--- src/sv/bgcd_pkg.sv ---
package bgcd_pkg;

    localparam int DATA_W    = 32;
    localparam int WIDTH_DEF = 32;

    typedef enum logic [1:0] {
        ST_IDLE,
        ST_TWOS,
        ST_REDUCE,
        ST_FINISH
    } t_state;

    typedef enum logic [3:0] {
        OP_HOLD,
        OP_LOAD,
        OP_TAKE_A,
        OP_HALVE_BOTH,
        OP_HALVE_A,
        OP_HALVE_B,
        OP_SUB_A,
        OP_SUB_B,
        OP_RESULT
    } t_dp_op;

    typedef struct packed {
        logic a_zero;
        logic b_zero;
        logic a_odd;
        logic b_odd;
        logic a_ge_b;
    } t_dp_status;

endpackage

--- src/sv/binary_gcd_top.sv ---
// Binary (Stein) gcd of two unsigned operands, low WIDTH bits of each used.
// Raise start with the operands while busy is low; the pair is taken at that
// edge and busy stays high until the result is ready. The result appears on
// o_gcd_value as o_valid pulses high for exactly one cycle; there is no way to
// stall it, so capture it in that cycle. One shared subtract/shift datapath
// does one halving or one subtract-and-halve per cycle, and a pair finishes
// sooner for operands with small values or many factors of two. A zero
// second operand returns the first operand; two zero operands return zero.
// A new pair may be started in the cycle o_valid is high.
module binary_gcd_top #(
    parameter int WIDTH = bgcd_pkg::WIDTH_DEF
) (
    input  logic                        i_clk,
    input  logic                        i_rst_n,
    input  logic                        start,
    input  logic [bgcd_pkg::DATA_W-1:0] i_operand_a,
    input  logic [bgcd_pkg::DATA_W-1:0] i_operand_b,
    output logic                        busy,
    output logic                        o_valid,
    output logic [bgcd_pkg::DATA_W-1:0] o_gcd_value
);
    import bgcd_pkg::*;

    t_dp_op     dp_op;
    t_dp_status dp_status;

    bgcd_ctrl u_ctrl (
        .i_clk    (i_clk),
        .i_rst_n  (i_rst_n),
        .start    (start),
        .i_status (dp_status),
        .o_op     (dp_op),
        .busy     (busy),
        .o_valid  (o_valid)
    );

    bgcd_dp #(
        .WIDTH (WIDTH)
    ) u_dp (
        .i_clk       (i_clk),
        .i_op        (dp_op),
        .i_operand_a (i_operand_a),
        .i_operand_b (i_operand_b),
        .o_status    (dp_status),
        .o_gcd_value (o_gcd_value)
    );

endmodule

--- src/sv/bgcd_ctrl.sv ---
module bgcd_ctrl (
    input  logic               i_clk,
    input  logic               i_rst_n,
    input  logic               start,
    input  bgcd_pkg::t_dp_status i_status,
    output bgcd_pkg::t_dp_op   o_op,
    output logic               busy,
    output logic               o_valid
);
    import bgcd_pkg::*;

    t_state r_state;
    t_state n_state;
    logic   r_valid;
    logic   n_valid;

    always_ff @(posedge i_clk) begin
        if (!i_rst_n) begin
            r_state <= ST_IDLE;
            r_valid <= 1'b0;
        end else begin
            r_state <= n_state;
            r_valid <= n_valid;
        end
    end

    always_comb begin
        n_state = r_state;
        unique case (r_state)
            ST_IDLE: begin
                if (start) begin
                    n_state = ST_TWOS;
                end
            end
            ST_TWOS: begin
                if (i_status.b_zero) begin
                    n_state = ST_FINISH;
                end else if (i_status.a_odd || i_status.b_odd) begin
                    n_state = ST_REDUCE;
                end
            end
            ST_REDUCE: begin
                if (i_status.b_odd && i_status.a_zero) begin
                    n_state = ST_FINISH;
                end
            end
            ST_FINISH: begin
                n_state = ST_IDLE;
            end
            default: begin
                n_state = ST_IDLE;
            end
        endcase
    end

    always_comb begin
        o_op    = OP_HOLD;
        n_valid = 1'b0;
        unique case (r_state)
            ST_IDLE: begin
                if (start) begin
                    o_op = OP_LOAD;
                end
            end
            ST_TWOS: begin
                if (i_status.b_zero) begin
                    o_op = OP_TAKE_A;
                end else if (!i_status.a_odd && !i_status.b_odd) begin
                    o_op = OP_HALVE_BOTH;
                end
            end
            ST_REDUCE: begin
                // strip b first so a zero a still leaves an odd b
                if (!i_status.b_odd) begin
                    o_op = OP_HALVE_B;
                end else if (i_status.a_zero) begin
                    o_op = OP_HOLD;
                end else if (!i_status.a_odd) begin
                    o_op = OP_HALVE_A;
                end else if (i_status.a_ge_b) begin
                    o_op = OP_SUB_A;
                end else begin
                    o_op = OP_SUB_B;
                end
            end
            ST_FINISH: begin
                o_op    = OP_RESULT;
                n_valid = 1'b1;
            end
            default: begin
                o_op = OP_HOLD;
            end
        endcase
    end

    assign busy    = (r_state != ST_IDLE);
    assign o_valid = r_valid;

endmodule

--- src/sv/bgcd_dp.sv ---
module bgcd_dp #(
    parameter int WIDTH = bgcd_pkg::WIDTH_DEF
) (
    input  logic                          i_clk,
    input  bgcd_pkg::t_dp_op              i_op,
    input  logic [bgcd_pkg::DATA_W-1:0]   i_operand_a,
    input  logic [bgcd_pkg::DATA_W-1:0]   i_operand_b,
    output bgcd_pkg::t_dp_status          o_status,
    output logic [bgcd_pkg::DATA_W-1:0]   o_gcd_value
);
    import bgcd_pkg::*;

    localparam int KW = $clog2(WIDTH);

    logic [WIDTH-1:0]        r_a;
    logic [WIDTH-1:0]        r_b;
    logic [KW-1:0]           r_k;
    logic [WIDTH-1:0]        r_result;
    logic [WIDTH+DATA_W-1:0] ext_a;
    logic [WIDTH+DATA_W-1:0] ext_b;
    logic [WIDTH+DATA_W-1:0] ext_res;
    logic [WIDTH:0]          a_minus_b;
    logic [WIDTH-1:0]        b_minus_a;

    assign ext_a     = {{WIDTH{1'b0}}, i_operand_a};
    assign ext_b     = {{WIDTH{1'b0}}, i_operand_b};
    assign a_minus_b = {1'b0, r_a} - {1'b0, r_b};
    assign b_minus_a = r_b - r_a;

    always_ff @(posedge i_clk) begin
        case (i_op)
            OP_LOAD: begin
                r_a <= ext_a[WIDTH-1:0];
                r_b <= ext_b[WIDTH-1:0];
                r_k <= '0;
            end
            OP_TAKE_A: begin
                r_b <= r_a;
                r_a <= '0;
            end
            OP_HALVE_BOTH: begin
                r_a <= r_a >> 1;
                r_b <= r_b >> 1;
                r_k <= r_k + KW'(1);
            end
            OP_HALVE_A: begin
                r_a <= r_a >> 1;
            end
            OP_HALVE_B: begin
                r_b <= r_b >> 1;
            end
            OP_SUB_A: begin
                r_a <= a_minus_b[WIDTH:1];
            end
            OP_SUB_B: begin
                r_b <= b_minus_a >> 1;
            end
            OP_RESULT: begin
                r_result <= r_b << r_k;
            end
            default: begin
            end
        endcase
    end

    assign o_status.a_zero = (r_a == '0);
    assign o_status.b_zero = (r_b == '0);
    assign o_status.a_odd  = r_a[0];
    assign o_status.b_odd  = r_b[0];
    assign o_status.a_ge_b = !a_minus_b[WIDTH];

    assign ext_res     = {{DATA_W{1'b0}}, r_result};
    assign o_gcd_value = ext_res[DATA_W-1:0];

endmodule
--- config.mk ---
export PLATFORM = sky130hd
export DESIGN_NAME = binary_gcd_top
export DESIGN_NICKNAME = d
export VERILOG_FILES = /design/src/sv/bgcd_pkg.sv /design/src/sv/binary_gcd_top.sv /design/src/sv/bgcd_ctrl.sv /design/src/sv/bgcd_dp.sv
export SDC_FILE = /design/constraint.sdc
export NUM_CORES = 1
export LEC_CHECK = 0
export ABC_AREA = 1
export BUFFER_PORTS_ARGS = -buffer_cell sky130_fd_sc_hd__buf_2
export CAP_MARGIN = 0
export CORE_MARGIN = 1
export CORE_UTILIZATION = 35
export DETAILED_ROUTE_END_ITERATION = 12
export HOLD_SLACK_MARGIN = 0.15
export PLACE_DENSITY = 0.54
export SLEW_MARGIN = 25
export SYNTH_ARGS = -nofsm -noshare
export SYNTH_HDL_FRONTEND = slang
export SYNTH_SLANG_ARGS = --single-unit
--- constraint.sdc ---
create_clock -name i_clk -period 8.9 [get_ports i_clk]
set_input_delay 0.445 -clock i_clk [delete_from_list [all_inputs] [get_ports i_clk]]
set_output_delay 0.445 -clock i_clk [all_outputs]
set_load 0.02 [all_outputs]
==> flow_metrics.tcl, run 1 <==
set metrics [dict create \
    grt_usage_pct 26.7 \
    start_util_pct 35.5 \
    cp_data_required_time_ns 8.92 \
    start_kind "register" \
    ys_async_sr_fraction_pct 0 \
    fin_nets 1775 \
    htreeDepth 3 \
    die-area_um2 31700 \
    synth.distinct_cells 48 \
    hold_path_class "in2reg" \
    port_buffers 100 \
    finalHoldViolCount 0 \
    antenna_found_initial 0 \
    critical_path_arrival_ns 5.36 \
    slew_viol_final 0 \
    final_util_pct 38.8 \
    synthFlopType "edfxtp_1" \
    synth_area_leaders "edfxtp_1, nand2_1, ha_1, nand4_1, a21oi_1" \
    grt_pass1_wl_um 62700 \
    min_period_ns 5.34 \
    grt_pass1_vias 10400 \
    grt.overflow.total 0 \
    multi_input_area_um2 6720 \
    synth_top_area_cell "edfxtp_1" \
    clock_latency_ns 0.38 \
    cts_sinks 104 \
    finalSetupViolCount 0 \
    area_growth_pct 9.16 \
    cp_max_fo 38 \
    final-seq-area_um2 3090 \
    first_pass_iters 6 \
    ys_seq_area_share_pct 28.5 \
    synth_edf_count 101 \
    clk_path_buf_depth 2 \
    n_fill_cell 3320 \
    end_kind "register" \
    syn-num-nets 1730 \
    cts_setup_buffers 0 \
    final.period_utilization_pct 60.0 \
    setup_tns_ns 0 \
    ctsHoldBuffers 0 \
    synth_area_um2 10800 \
    ios 101 \
    chipWidth_um 178 \
    cts_resized 0 \
    cts_tree "yes" \
    yosysMostFrequentCell "nand2_1" \
    syn_inst 1593 \
    clockRootBuffer "clkbuf_16" \
    synth_top_area_share_pct 28.0 \
    syn_area_per_cell_um2 6.81 \
    fin_skew_ns 0.0129 \
    rows 64 \
    synth_common_cells "nand2_1, inv_1, a21oi_1" \
    worst_slew_pin_slew_ns 0.971 \
    crit_type "reg2reg" \
    cap_violations 0 \
    ant_nets 0 \
    ys_warn_count 0 \
    avgRoutedWirePerCell_um 20.4 \
    routabilityCongestion 0.948 \
    die_y_um 178 \
    drive_gt1_share_pct 12.5 \
    cts_buffers 9 \
    rsz0062_at_grt "no" \
    slew_headroom_pct 35.3 \
    drtIter0Drc 1041 \
    fmax_mhz 187 \
    coreArea_um2 30500 \
    drc_errors 0 \
    antenna_cells 0 \
    dp_hpwl_um 33800 \
    grt_max_degree 68 \
    path_clk_slew_ns 0.08 \
    status "finished, final reports clean" \
    wl_um 41600 \
    hold_ws_ns 0.307 \
    vias 11100 \
    ys_ff_latch 104 \
    post_drt_via_cell_ratio 5.44 \
]
worst max-delay path, stage by stage (launching register included):
cell and delay (ns):
edfxtp_1 0.43, inv_1 0.14, nor2_1 0.23, inv_1 0.15, fa_1 0.48, nand3_1 0.10, nand2_1 0.10, nand2_1 0.08
nand2_1 0.09, nand2_1 0.09, nand2_2 0.08, nand2_1 0.07, nand3_1 0.09, nand2_1 0.14, nand2_1 0.08, nand2_2 0.66
nand2_1 0.25, o22ai_1 0.21, clkinv_1 0.76, nand2_1 0.24, buf_4 0.45
layout by cell type, fill, tap and decap left out, types with 2 or more instances in the layout:
cell        count
fa_1            2
mux2i_1        20
xor2_1         17
buf_2         100
o22ai_1         7
a21oi_1       125
o211ai_1        8
nand3b_1        3
nor3_1          7
a31oi_1         5
nand3_1        85
nand2_1       445
nand3_2        21
edfxtp_1      101
ha_1           68
a22oi_1         3
nor4_1          3
a21o_1          5
clkinvlp_4      2
clkbuf_16       9
nor2_2          3
buf_4           9
dfxtp_1         3
nor2_4          3
o21ai_0       122
nand4_1       116
inv_2           4
a21boi_0        3
o21bai_1        5
or2_2          32
a211oi_1        4
inv_1         165
clkinv_1        4
nand2_2        12
nor2_1        104
layer usage:
layer,global-route usage (%),wire [µm]
met1,38.0,19700
met2,42.6,18500
met3,2.66,2530
met4,7.37,844
met5,0,0
registers in the layout, summed over array words and instances, names as in the netlist:
| name | cells |
|---|---|
| u_dp.r_b | 32 |
| u_ctrl.r_state | 2 |
| u_dp.r_a | 32 |
| u_ctrl.o_valid | 1 |
| u_dp.r_k | 5 |
| u_dp.o_gcd_value | 32 |
cell type report:
class / instances / area share (%)
Sequential cell: 104 / 26.1
Clock buffer: 10 / 1.93
Inverter: 172 / 5.45
Timing Repair Buffer: 110 / 4.93
Multi-Input combinational cell: 1241 / 56.8
Tap cell: 396 / 4.19
Clock inverter: 6 / 0.581
cell families (layout without fill, tap and decap cells):
kind of cell | Yosys count | count (layout) | synth area share (%)
DFF | 104 | 104 | 28.5
xor gates and xnor gates | 18 | 18 | 1.45
muxes | 20 | 20 | 1.85
adders and majority gates | 70 | 70 | 8.22
and+or+nand+nor | 839 | 839 | 35.8
buffers and inverters | 248 | 298 | 9.61
AOI/OAI and AO/OA | 294 | 294 | 14.5
final timing paths:
path         cells after the start           endpoint               from  slack (ns)
max                             20       u_dp.r_b[10]        u_dp.r_b[0]        3.56
max reg2reg                     20       u_dp.r_b[10]        u_dp.r_b[0]        3.56
min reg2reg                      2  u_ctrl.r_state[0]  u_ctrl.r_state[0]        0.55
min                              3     u_ctrl.o_valid            i_rst_n        0.31
per-stage QoR:
step | cells | area [µm²] | setup WS [ns]
after global placement | 2022 | 11500 | 4.00
final | 2039 | 11800 | 3.56
after global routing | 2039 | 11800 | 3.09
after detailed placement | 2022 | 11500 | 3.88
after CTS | 2038 | 11800 | 3.86
after floorplan | 1593 | 10800 | 5.05
Power of run 1 is left out: the tool's default activity adds up to more than one toggle a clock period on the data nets, which glitch-free logic cannot reach.
==> run 2, diff against run 1 <==
--- a/config.mk
+++ b/config.mk
@@ -5,14 +5,14 @@
 export SDC_FILE = /design/constraint.sdc
 export NUM_CORES = 1
 export LEC_CHECK = 0
-export ABC_AREA = 1
+export ABC_AREA = 0
 export BUFFER_PORTS_ARGS = -buffer_cell sky130_fd_sc_hd__buf_2
 export CAP_MARGIN = 0
 export CORE_MARGIN = 1
 export CORE_UTILIZATION = 35
 export DETAILED_ROUTE_END_ITERATION = 12
 export HOLD_SLACK_MARGIN = 0.15
-export PLACE_DENSITY = 0.54
+export PLACE_DENSITY = 0.56
 export SLEW_MARGIN = 25
 export SYNTH_ARGS = -nofsm -noshare
 export SYNTH_HDL_FRONTEND = slang
==> constraint.sdc (replaced) <==
create_clock -name i_clk -period 4.45 [get_ports i_clk]
set_input_delay 0.2225 -clock i_clk [delete_from_list [all_inputs] [get_ports i_clk]]
set_output_delay 0.2225 -clock i_clk [all_outputs]
set_load 0.02 [all_outputs]
==> run 2 against run 1 <==
Effect of this change: cell area shrank 6.8%; hold slack lost 0.16 ns; synthesized cell count shrank 32%; highest routed layer unchanged; sequential share of layout area grew 1.9 points; setup slack lost 3.0 ns; register-to-register slack lost 3.0 ns; cell count shrank 25%.
==> flow_metrics.tcl, run 2 <==
set metrics [dict create \
    post_drt_via_cell_ratio 5.84 \
    htreeDepth 3 \
    fin_skew_ns 0.0203 \
    cts_sinks 104 \
    grt_usage_pct 23.2 \
    drc_errors 0 \
    cts_setup_buffers 0 \
    vias 8957 \
    p_per_area_nw_per_um2 884 \
    clk_path_buf_depth 2 \
    min_period_ns 3.86 \
    ys_seq_area_share_pct 32.4 \
    p_leak_uw 0.00463 \
    start_kind "register" \
    drive_gt1_share_pct 16.4 \
    pre_cts_ws_ns 0.650 \
    vdd_drop_max_mv 0.306 \
    final_cell_mix "edfxtp_1, buf_2, a21oi_1" \
    ant_nets 0 \
    synth_top_area_share_pct 31.7 \
    syn-num-nets 1226 \
    synth_common_cells "edfxtp_1, a21oi_1, nand2_1" \
    finalSetupViolCount 0 \
    cts_resized 0 \
    rsz0062_at_grt "no" \
    worst_slew_pin_slew_ns 0.991 \
    synth_area_leaders "edfxtp_1, ha_1, mux2i_1, a21oi_1, nand2_1" \
    slew_headroom_pct 33.9 \
    critical_path_arrival_ns 3.97 \
    avgRoutedWirePerCell_um 21.0 \
    cap_violations 0 \
    start_util_pct 35.6 \
    power_uw 9740 \
    n_fill_cell 2739 \
    clockRootBuffer "clkbuf_16" \
    routabilityCongestion 0.955 \
    ios 101 \
    ys_warn_count 0 \
    synthFlopType "edfxtp_1" \
    r2r_start "u_dp.r_a[0]" \
    hold_path_class "in2reg" \
    cp_max_fo 25 \
    hold_ws_ns 0.151 \
    yosysMostFrequentCell "edfxtp_1" \
    antenna_cells 0 \
    synth_edf_count 101 \
    wl_um 32200 \
    path_clk_slew_ns 0.09 \
    cts_tree "yes" \
    grt_max_degree 40 \
    slew_viol_final 0 \
    syn_inst 1089 \
    chipWidth_um 167 \
    fin_nets 1324 \
    die_y_um 167 \
    grt_pass1_vias 8581 \
    cp_data_required_time_ns 4.56 \
    rows 60 \
    layout_commonest_cell "edfxtp_1" \
    synth_top_area_cell "edfxtp_1" \
    port_buffers 100 \
    synth_area_um2 9560 \
    status "finished, final reports clean" \
    cp-startpoint "u_dp.r_a[0]" \
    setup_tns_ns 0 \
    grt_pass1_wl_um 50000 \
    area_growth_pct 15.4 \
    first_pass_iters 6 \
    min_from "i_operand_a[24]" \
    synth.distinct_cells 70 \
    crit_type "reg2reg" \
    drtIter0Drc 985 \
    final.period_utilization_pct 86.7 \
    end_kind "register" \
    die-area_um2 28000 \
    final_util_pct 41.0 \
    setup_slack_ns 0.590 \
    syn_area_per_cell_um2 8.77 \
    finalHoldViolCount 0 \
    cts_buffers 9 \
    coreArea_um2 26900 \
    fmax_mhz 259 \
    grt.overflow.total 0 \
    dp_hpwl_um 24800 \
    clock_latency_ns 0.37 \
    ys_async_sr_fraction_pct 0 \
    ys_ff_latch 104 \
    antenna_found_initial 0 \
]
run 2: cell count changes after synthesis, moves of 22 or more:
| cell | delta |
|---|---|
| a21oi_1 | -35 |
| nand4_1 | -104 |
| nand2_1 | -355 |
| inv_1 | -88 |
| xnor2_1 | +31 |
| nand3_1 | -70 |
| o21ai_1 | +56 |
| nor2_1 | -22 |
| or2_2 | -29 |
| a22oi_1 | +28 |
| o21ai_0 | -72 |
| mux2i_1 | +33 |
run 2: what timing repair did:
| item | 4_1_cts | 5_1_grt |
|---|---|---|
| hold buffers | 12 | 0 |
| endpoints found under the hold margin | 14 | 0 |
| endpoints found under the setup margin | 0 | 0 |
run 2: kinds of logic after synthesis:
kind of cell / Yosys count / share of synthesized area (%)
fa+ha+maj: 70 / 9.32
mux: 73 / 8.97
simple gates: 270 / 12.9
buf+inv: 150 / 6.27
compound gates: 361 / 24.5
xor+xnor: 61 / 5.59
flops: 104 / 32.4
run 2: worst paths after layout:
| kind | endpoint | slack [ns] | cells after the start |
|---|---|---|---|
| min reg2reg | u_ctrl.r_state[0] | 0.62 | 2 |
| min | u_dp.r_a[24] | 0.15 | 3 |
| max reg2reg | u_dp.r_b[2] | 0.59 | 12 |
| max | u_dp.r_b[2] | 0.59 | 12 |
run 2: worst max-delay path, stage by stage, from the launching register on:
cell	delay (ns)
edfxtp_1	0.49
nor2b_1	0.20
inv_1	0.10
fa_1	0.40
nand3_1	0.10
a21oi_1	0.12
o311a_1	0.42
or3_4	0.40
a21oi_4	0.26
o21bai_2	0.20
and3_1	0.32
buf_12	0.21
a221o_1	0.35
run 2: cell type report:
cell class                      count  area, µm²  share of cell area [%]
Clock buffer                        9        225                    2.04
Clock inverter                      7        103                   0.930
Inverter                           80        300                    2.72
Multi-Input combinational cell    835       5900                    53.5
Sequential cell                   104       3090                    28.0
Tap cell                          341        427                    3.87
Timing Repair Buffer              157        983                    8.92
run 2: metrics by stage:
step	cell area, µm²	std cells
detailed placement	10600	1505
floorplan	9560	1089
global placement	10600	1505
CTS	11000	1533
global route	11000	1533
finish	11000	1533
run 2: per-layer routing:
| metal | up-vias | routed length, µm | GRT usage [%] |
|---|---|---|---|
| li1 | 4244 | - | - |
| met3 | 50 | 1900 | 2.74 |
| met1 | 4313 | 14400 | 31.3 |
| met4 | 0 | 802 | 7.78 |
| met5 | - | 0 | 0 |
| met2 | 350 | 15000 | 38.5 |
run 2: power by group:
group,internal (µW),switching [µW]
clock network,501,428
logic,2590,4180
registers,1570,475
No activity file was read; power rests on OpenSTA's default activity.
